### config.mk
export PLATFORM = sky130hd
export DESIGN_NAME = periodic_slot_timer_scheduler
export DESIGN_NICKNAME = d
export VERILOG_FILES = /design/src/rtl/psts_pkg.sv /design/src/rtl/psts_cell.sv /design/src/rtl/periodic_slot_timer_scheduler.sv
export SDC_FILE = /design/constraint.sdc
export NUM_CORES = 2
export LEC_CHECK = 0
export BUFFER_PORTS_ARGS = -buffer_cell sky130_fd_sc_hd__buf_2
export CAP_MARGIN = 20
export CELL_PAD_IN_SITES_DETAIL_PLACEMENT = 1
export CELL_PAD_IN_SITES_GLOBAL_PLACEMENT = 2
export CORE_UTILIZATION = 40
export DETAILED_ROUTE_END_ITERATION = 8
export HOLD_SLACK_MARGIN = 0.1
export PLACE_DENSITY_LB_ADDON = 0.1
export SYNTH_ARGS = -nofsm -noshare
export SYNTH_HDL_FRONTEND = slang
export SYNTH_SLANG_ARGS = --single-unit
### constraint.sdc
create_clock -name clk -period 9.2 [get_ports clk]
set_input_delay 1.84 -clock clk [delete_from_list [all_inputs] [get_ports clk]]
set_output_delay 1.84 -clock clk [all_outputs]
set_load 0.01 [all_outputs]
### src/rtl/psts_pkg.sv
package psts_pkg;

  // command codes carried in the low bits of in_tdata
  localparam logic [1:0] CMD_TICK  = 2'd0;
  localparam logic [1:0] CMD_SET   = 2'd1;
  localparam logic [1:0] CMD_CLEAR = 2'd2;
  localparam logic [1:0] CMD_DONE  = 2'd3;

  localparam int CMD_W       = 2;
  localparam int SLOT_W      = 3;
  localparam int PERIOD_W    = 32;
  localparam int SLOT_SPAN   = 8;   // slot indexes a command can address
  localparam int MAX_REPORT  = 8;   // results reported per tick at most
  localparam int REPORT_W    = 4;   // holds 0 .. MAX_REPORT
  localparam int IN_TDATA_W  = 40;
  localparam int OUT_TDATA_W = 8;

  // one slot command, decoded once and broadcast to every cell
  typedef struct packed {
    logic                wr_set;
    logic                wr_clear;
    logic                wr_done;
    logic                keep;
    logic [SLOT_W-1:0]   slot;
    logic [PERIOD_W-1:0] period;
  } slot_cmd_t;

endpackage

### src/rtl/psts_cell.sv
module psts_cell
  import psts_pkg::*;
#(
  parameter int TICK_BITS = 32,
  parameter int CELL_IDX  = 0
) (
  input  logic                 clk,
  input  logic                 rst_n,
  input  slot_cmd_t            cmd_i,
  input  logic [TICK_BITS-1:0] now_i,
  input  logic                 adv_i,
  input  logic                 tok_v_i,
  input  logic [TICK_BITS-1:0] tok_tick_i,
  output logic                 tok_v_o,
  output logic [TICK_BITS-1:0] tok_tick_o,
  output logic                 hit_o
);

  localparam int SUM_W = (TICK_BITS > PERIOD_W) ? TICK_BITS : PERIOD_W;
  localparam logic [SLOT_W-1:0] IDX_CODE = SLOT_W'(CELL_IDX % SLOT_SPAN);
  localparam logic ADDRESSABLE = (CELL_IDX < SLOT_SPAN);

  logic                 en_r;
  logic [PERIOD_W-1:0]  per_r;
  logic [TICK_BITS-1:0] dl_r;
  logic                 tok_v_r;
  logic [TICK_BITS-1:0] tok_tick_r;

  logic                 sel;
  logic [SUM_W-1:0]     set_sum;
  logic [SUM_W-1:0]     scan_sum;

  assign sel      = ADDRESSABLE && (cmd_i.slot == IDX_CODE);
  assign set_sum  = SUM_W'(cmd_i.period) + SUM_W'(now_i);
  assign scan_sum = SUM_W'(per_r) + SUM_W'(tok_tick_r);
  assign hit_o    = tok_v_r && en_r && (dl_r <= tok_tick_r);

  assign tok_v_o    = tok_v_r;
  assign tok_tick_o = tok_tick_r;

  // token moves one cell down the chain whenever the scan advances
  always_ff @(posedge clk) begin
    if (!rst_n) begin
      tok_v_r    <= 1'b0;
      tok_tick_r <= '0;
    end else if (adv_i) begin
      tok_v_r    <= tok_v_i;
      tok_tick_r <= tok_tick_i;
    end
  end

  always_ff @(posedge clk) begin
    if (!rst_n) begin
      en_r  <= 1'b0;
      per_r <= '0;
      dl_r  <= '0;
    end else begin
      if (sel && cmd_i.wr_set) begin
        en_r  <= 1'b1;
        per_r <= cmd_i.period;
        dl_r  <= set_sum[TICK_BITS-1:0];
      end else if (sel && cmd_i.wr_clear) begin
        en_r <= 1'b0;
      end else if (sel && cmd_i.wr_done) begin
        en_r <= cmd_i.keep;
      end else if (adv_i && hit_o) begin
        dl_r <= scan_sum[TICK_BITS-1:0];
      end
    end
  end

endmodule

### src/rtl/periodic_slot_timer_scheduler.sv
// channel | dir | tdata (low bit up)                           | side bits
// in_     | in  | cmd[1:0] slot[4:2] period[36:5] keep[37] pad  | -
// out_    | out | due_slot[2:0] pad                             | tlast = last
//
// a tick launches the scan token, then the token walks the chain through
// every slot cell, then the held result is flushed with last set. set, clear
// and done are applied to the addressed slot cell without a scan.
// in_tready is low for the whole scan; the chain freezes while a result waits
// in the output register and out_tready is low. reset clears all slots and
// the tick counter.
module periodic_slot_timer_scheduler
  import psts_pkg::*;
#(
  parameter int SLOTS     = 8,
  parameter int TICK_BITS = 32
) (
  input  logic                   clk,
  input  logic                   rst_n,
  input  logic                   in_tvalid,
  output logic                   in_tready,
  input  logic [IN_TDATA_W-1:0]  in_tdata,   // cmd, slot, period, keep_enabled
  output logic                   out_tvalid,
  input  logic                   out_tready,
  output logic [OUT_TDATA_W-1:0] out_tdata,  // due_slot
  output logic                   out_tlast
);

  // input field unpacking
  logic [CMD_W-1:0]    in_cmd;
  logic [SLOT_W-1:0]   in_slot;
  logic [PERIOD_W-1:0] in_period;
  logic                in_keep;

  assign in_cmd    = in_tdata[CMD_W-1:0];
  assign in_slot   = in_tdata[CMD_W+SLOT_W-1:CMD_W];
  assign in_period = in_tdata[CMD_W+SLOT_W+PERIOD_W-1:CMD_W+SLOT_W];
  assign in_keep   = in_tdata[CMD_W+SLOT_W+PERIOD_W];

  // control state
  logic                 busy_r;      // a tick scan is in flight
  logic                 launch_r;    // token waiting to enter cell 0
  logic                 tail_r;      // token has left the last cell
  logic [TICK_BITS-1:0] tick_now_r;
  logic                 pend_v_r;    // one due slot held back until we know if it is last
  logic [SLOT_W-1:0]    pend_idx_r;
  logic [REPORT_W-1:0]  cnt_r;       // results reported on this tick
  logic                 out_valid_r;
  logic [SLOT_W-1:0]    out_slot_r;
  logic                 out_last_r;

  logic      in_fire;
  logic      tick_fire;
  logic      adv;
  slot_cmd_t cmd;

  assign in_tready = !busy_r;
  assign in_fire   = in_tvalid && in_tready;
  assign tick_fire = in_fire && (in_cmd == CMD_TICK);
  // scan steps only when the output register can take a result
  assign adv       = !out_valid_r || out_tready;

  always_comb begin
    cmd.wr_set   = in_fire && (in_cmd == CMD_SET);
    cmd.wr_clear = in_fire && (in_cmd == CMD_CLEAR);
    cmd.wr_done  = in_fire && (in_cmd == CMD_DONE);
    cmd.keep     = in_keep;
    cmd.slot     = in_slot;
    cmd.period   = in_period;
  end

  // cell chain: token carries the fresh tick value from cell to cell
  logic                 tok_v    [SLOTS+1];
  logic [TICK_BITS-1:0] tok_tick [SLOTS+1];
  logic [SLOTS-1:0]     hit;

  assign tok_v[0]    = launch_r;
  assign tok_tick[0] = tick_now_r;

  for (genvar k = 0; k < SLOTS; k++) begin : g_cell
    psts_cell #(
      .TICK_BITS (TICK_BITS),
      .CELL_IDX  (k)
    ) u_cell (
      .clk        (clk),
      .rst_n      (rst_n),
      .cmd_i      (cmd),
      .now_i      (tick_now_r),
      .adv_i      (adv),
      .tok_v_i    (tok_v[k]),
      .tok_tick_i (tok_tick[k]),
      .tok_v_o    (tok_v[k+1]),
      .tok_tick_o (tok_tick[k+1]),
      .hit_o      (hit[k])
    );
  end

  // at most one cell holds the token, so hit is one-hot or empty
  logic              hit_any;
  logic [SLOT_W-1:0] hit_idx;

  always_comb begin
    hit_idx = '0;
    for (int k = 0; k < SLOTS; k++) begin
      if (hit[k]) hit_idx = hit_idx | SLOT_W'(k);
    end
  end
  assign hit_any = |hit;

  // result collection: a new report pushes the held one out with last clear,
  // the end of the scan pushes the held one with last set
  logic report;
  logic push;
  logic push_last;

  assign report    = adv && hit_any && (cnt_r < REPORT_W'(MAX_REPORT));
  assign push      = (report && pend_v_r) || (adv && tail_r && pend_v_r);
  assign push_last = adv && tail_r;

  always_ff @(posedge clk) begin
    if (!rst_n) begin
      busy_r     <= 1'b0;
      launch_r   <= 1'b0;
      tail_r     <= 1'b0;
      tick_now_r <= '0;
      pend_v_r   <= 1'b0;
      pend_idx_r <= '0;
      cnt_r      <= '0;
    end else begin
      if (tick_fire) begin
        busy_r     <= 1'b1;
        launch_r   <= 1'b1;
        tick_now_r <= tick_now_r + TICK_BITS'(1);
      end else if (adv) begin
        launch_r <= 1'b0;
      end
      if (adv) tail_r <= tok_v[SLOTS];
      if (adv && tail_r) begin
        busy_r   <= 1'b0;
        pend_v_r <= 1'b0;
        cnt_r    <= '0;
      end else if (report) begin
        pend_v_r   <= 1'b1;
        pend_idx_r <= hit_idx;
        cnt_r      <= cnt_r + REPORT_W'(1);
      end
    end
  end

  // output register
  always_ff @(posedge clk) begin
    if (!rst_n) begin
      out_valid_r <= 1'b0;
      out_slot_r  <= '0;
      out_last_r  <= 1'b0;
    end else if (push) begin
      out_valid_r <= 1'b1;
      out_slot_r  <= pend_idx_r;
      out_last_r  <= push_last;
    end else if (out_tready) begin
      out_valid_r <= 1'b0;
    end
  end

  assign out_tvalid = out_valid_r;
  assign out_tdata  = {{(OUT_TDATA_W-SLOT_W){1'b0}}, out_slot_r};
  assign out_tlast  = out_last_r;

endmodule
==> qor.txt <==
status -> complete, no violations
Post-synth EDFFs -> 0
H-tree Lvls -> 3
ANT nets after route -> 0
static leakage -> 22.6 nW
RSZ-0062 raised after global routing -> no
WP data required -> 9.80 ns
layout cell share with drive strength beyond 1 -> 0.0575
die extent in x -> 362 um
total power -> 0.00818 W
largest net degree at the start of global routing -> 182
Distinct cells, synth -> 104
DP HPWL -> 132,000 um
CP Capture Type -> register
# rows -> 131
Critical Path AT -> 5.70 ns
vias in the first global route -> 48,700
post-cts hold buffer count -> 0
DR vias -> 47,500
clock tree buffer depth -> 3
clock root buffer master -> clkbuf_16
top_reg_cell synth -> dfxtp_1
Std-Cell Core Area -> 128,000 um2
drt total wl -> 177,000 um
Final Max Tran Viols -> 0
Synth top area share -> 0.321
Worst-Skew Late Latency -> 0.71 ns
Area contributors post-synth -> dfxtp_1 (32%), ha_1 (13%), nand2_1 (10%)
Port Buf Inserts -> 47
Avg Inst Size Synth -> 7.55 um2
worst-margin pin slew -> 1.18 ns
TritonCTS Sinks -> 832
total CTS buffers -> 104
starting density of the core -> 0.405
post-DR vias/cell -> 5.56
Yosys reg bits -> 832
Synth Cell Area -> 51,900 um2
# DRC -> 0
Die H -> 362 um
global-route wire length before repair -> 272,000 um
number of maximum-capacitance violations -> 0
IO Count -> 55
first-iteration detailed-routing DRC count -> 2,250
Worst Skew -> 0.0227 ns
final setup vio count -> 0
post-synth top area cell -> dfxtp_1
Async S/R FF share, synth -> 0
Peak VDD IR -> 145 uV
sequential-to-total area share from yosys stat -> 0.321
critical path class -> input port to register
RePlAce Congestion -> 0.941
Fin. Hold Viols -> 0
# nets final -> 7,301
Peak Freq -> 196 MHz
dpl cells -> 8,333
crit path launch type -> input port
CP max FO -> 10
Cells on Worst Hold Path -> 2
fillers -> 15,700
Setup Buffers After CTS -> 0
CTS resizes -> 0
Synth top cells by count -> nand2_1 (1,408), a21oi_1 (1,001), dfxtp_1 (832), ha_1 (537), nor2_1 (447)
Setup TNS -> 0 ns
Tcrit/Tclk final -> 0.554
Worst-path clk slew -> 0.06 ns
HP Class -> register to register
Ys Warns -> 0
Worst Reg2Reg Path Length in Cells -> 11
Global Route Usage Sum -> 0.265
initial antenna violation count -> 22
Congestion Overflow GR -> 0
Area growth syn-to-layout -> 9.59%
CTS tree -> done
Rel. slew slack -> 0.207
most common cell in the netlist -> nand2_1
post-route minimum period -> 5.10 ns
die area -> 131,000 um2
WL/cell -> 20.7 um
DRT Pass-1 Iters -> 5
synthesized instance count -> 6,867
non-filler instance count after layout -> 8,534
Pwr per Cell Area -> 144 nW/um2
-- worst max-delay path, cell delays in order --
cell,delay [ns]
buf_2,0.33
ha_1,0.32
a211o_1,0.28
a21oi_1,0.34
a2111oi_2,0.19
o211ai_2,0.40
a21oi_1,0.22
nor3_1,0.40
xor2_1,0.93
o22ai_1,0.21
o21a_1,0.21
-- cell usage in the layout (no fill, tap or decap), types with 12 or more instances in the layout --
cell type / synthesis / final
o31ai_1: 16 / 16
nor3_1: 59 / 59
nor4_1: 18 / 18
nand4_1: 101 / 101
or2_2: 19 / 19
o22ai_1: 12 / 12
clkinv_2: 0 / 32
mux2i_1: 40 / 40
nor2_1: 447 / 440
a311oi_1: 32 / 32
clkbuf_8: 0 / 18
nand3_1: 86 / 84
ha_1: 537 / 537
xnor2_1: 131 / 126
xor2_1: 108 / 107
and4_1: 12 / 12
and3_1: 27 / 27
o21ai_1: 15 / 15
o21ai_0: 322 / 322
a21oi_1: 1001 / 999
o21bai_1: 36 / 36
or3_1: 23 / 23
buf_2: 22 / 46
a211o_1: 16 / 16
dfxtp_1: 832 / 832
and2_1: 15 / 15
o21a_1: 54 / 52
nor2b_1: 55 / 54
nand2_1: 1408 / 1402
a211oi_1: 136 / 136
clkbuf_16: 0 / 109
o221a_2: 14 / 14
inv_1: 349 / 349
a21o_1: 186 / 186
clkbuf_1: 305 / 25
buf_4: 34 / 68
o211ai_1: 49 / 49
a31oi_1: 72 / 72
nand2b_1: 66 / 65
-- final timing paths --
check / endpoint / slack, ns / start
setup / recovery: g_cell[6].u_cell.dl_r[29] / 4.10 / in_tdata[6]
hold / removal: g_cell[1].u_cell.per_r[4] / 0.46 / g_cell[1].u_cell.per_r[4]
setup reg to reg: g_cell[2].u_cell.dl_r[29] / 4.89 / g_cell[2].u_cell.tok_tick_o[31]
hold reg to reg: g_cell[1].u_cell.per_r[4] / 0.46 / g_cell[1].u_cell.per_r[4]
-- power breakdown --
group	total, W	internal, W	switching, W
Combinational	0.000428	0.000111	0.000317
Clock	0.00411	0.00241	0.00170
Sequential	0.00364	0.00363	0.0000146
Total	0.00818	0.00615	0.00203
-- cell type report --
cell class                      instances  area (um2)  area share
Multi-Input combinational cell       5307       32500       0.572
Inverter                              350        1320      0.0232
Clock inverter                         41         323     0.00568
Timing Repair Buffer                  116         772      0.0136
Tap cell                             1729        2160      0.0381
Antenna cell                            7        17.5    0.000308
Clock buffer                          152        3070      0.0540
Sequential cell                       832       16700       0.293
-- per-stage QoR --
stage	hold slack, ns	setup WS, ns	instance area [um2]	util
after CTS	0.462	4.26	56800	0.444
after global placement	0.442	3.57	53400	0.417
after floorplan	0.437	4.66	51900	-
after detailed placement	0.452	3.50	53400	0.417
final	0.458	4.10	56800	0.444
after global routing	0.470	3.99	56800	0.444
-- routing by layer --
| metal | share of wire | global-route usage | vias up |
|---|---|---|---|
| met4 | 0.036 | 0.0983 | 4 |
| met5 | 0.00013 | 0 | - |
| met3 | 0.032 | 0.0275 | 287 |
| li1 | - | - | 23600 |
| met2 | 0.48 | 0.464 | 622 |
| met1 | 0.45 | 0.334 | 22900 |
-- state kept, by name, indices dropped and copies added, names as in the netlist, 3 cells and up --
name and flops:
g_cell.u_cell.per_r 256, g_cell.u_cell.en_r 8, g_cell.u_cell.dl_r 256, g_cell.u_cell.tok_tick_o 256, pend_idx_r 3, out_slot_r 3
cnt_r 4, g_cell.u_cell.tok_v_o 8, tick_now_r 32
-- cell families after synthesis --
kind of cell | synth area share
compound gates | 0.243
xor+xnor | 0.0416
fa+ha+maj | 0.133
buf+inv | 0.0560
flops | 0.321
mux | 0.00794
other cells | 0.0000723
simple gates | 0.197
No activity file was read; power rests on OpenSTA's default activity.
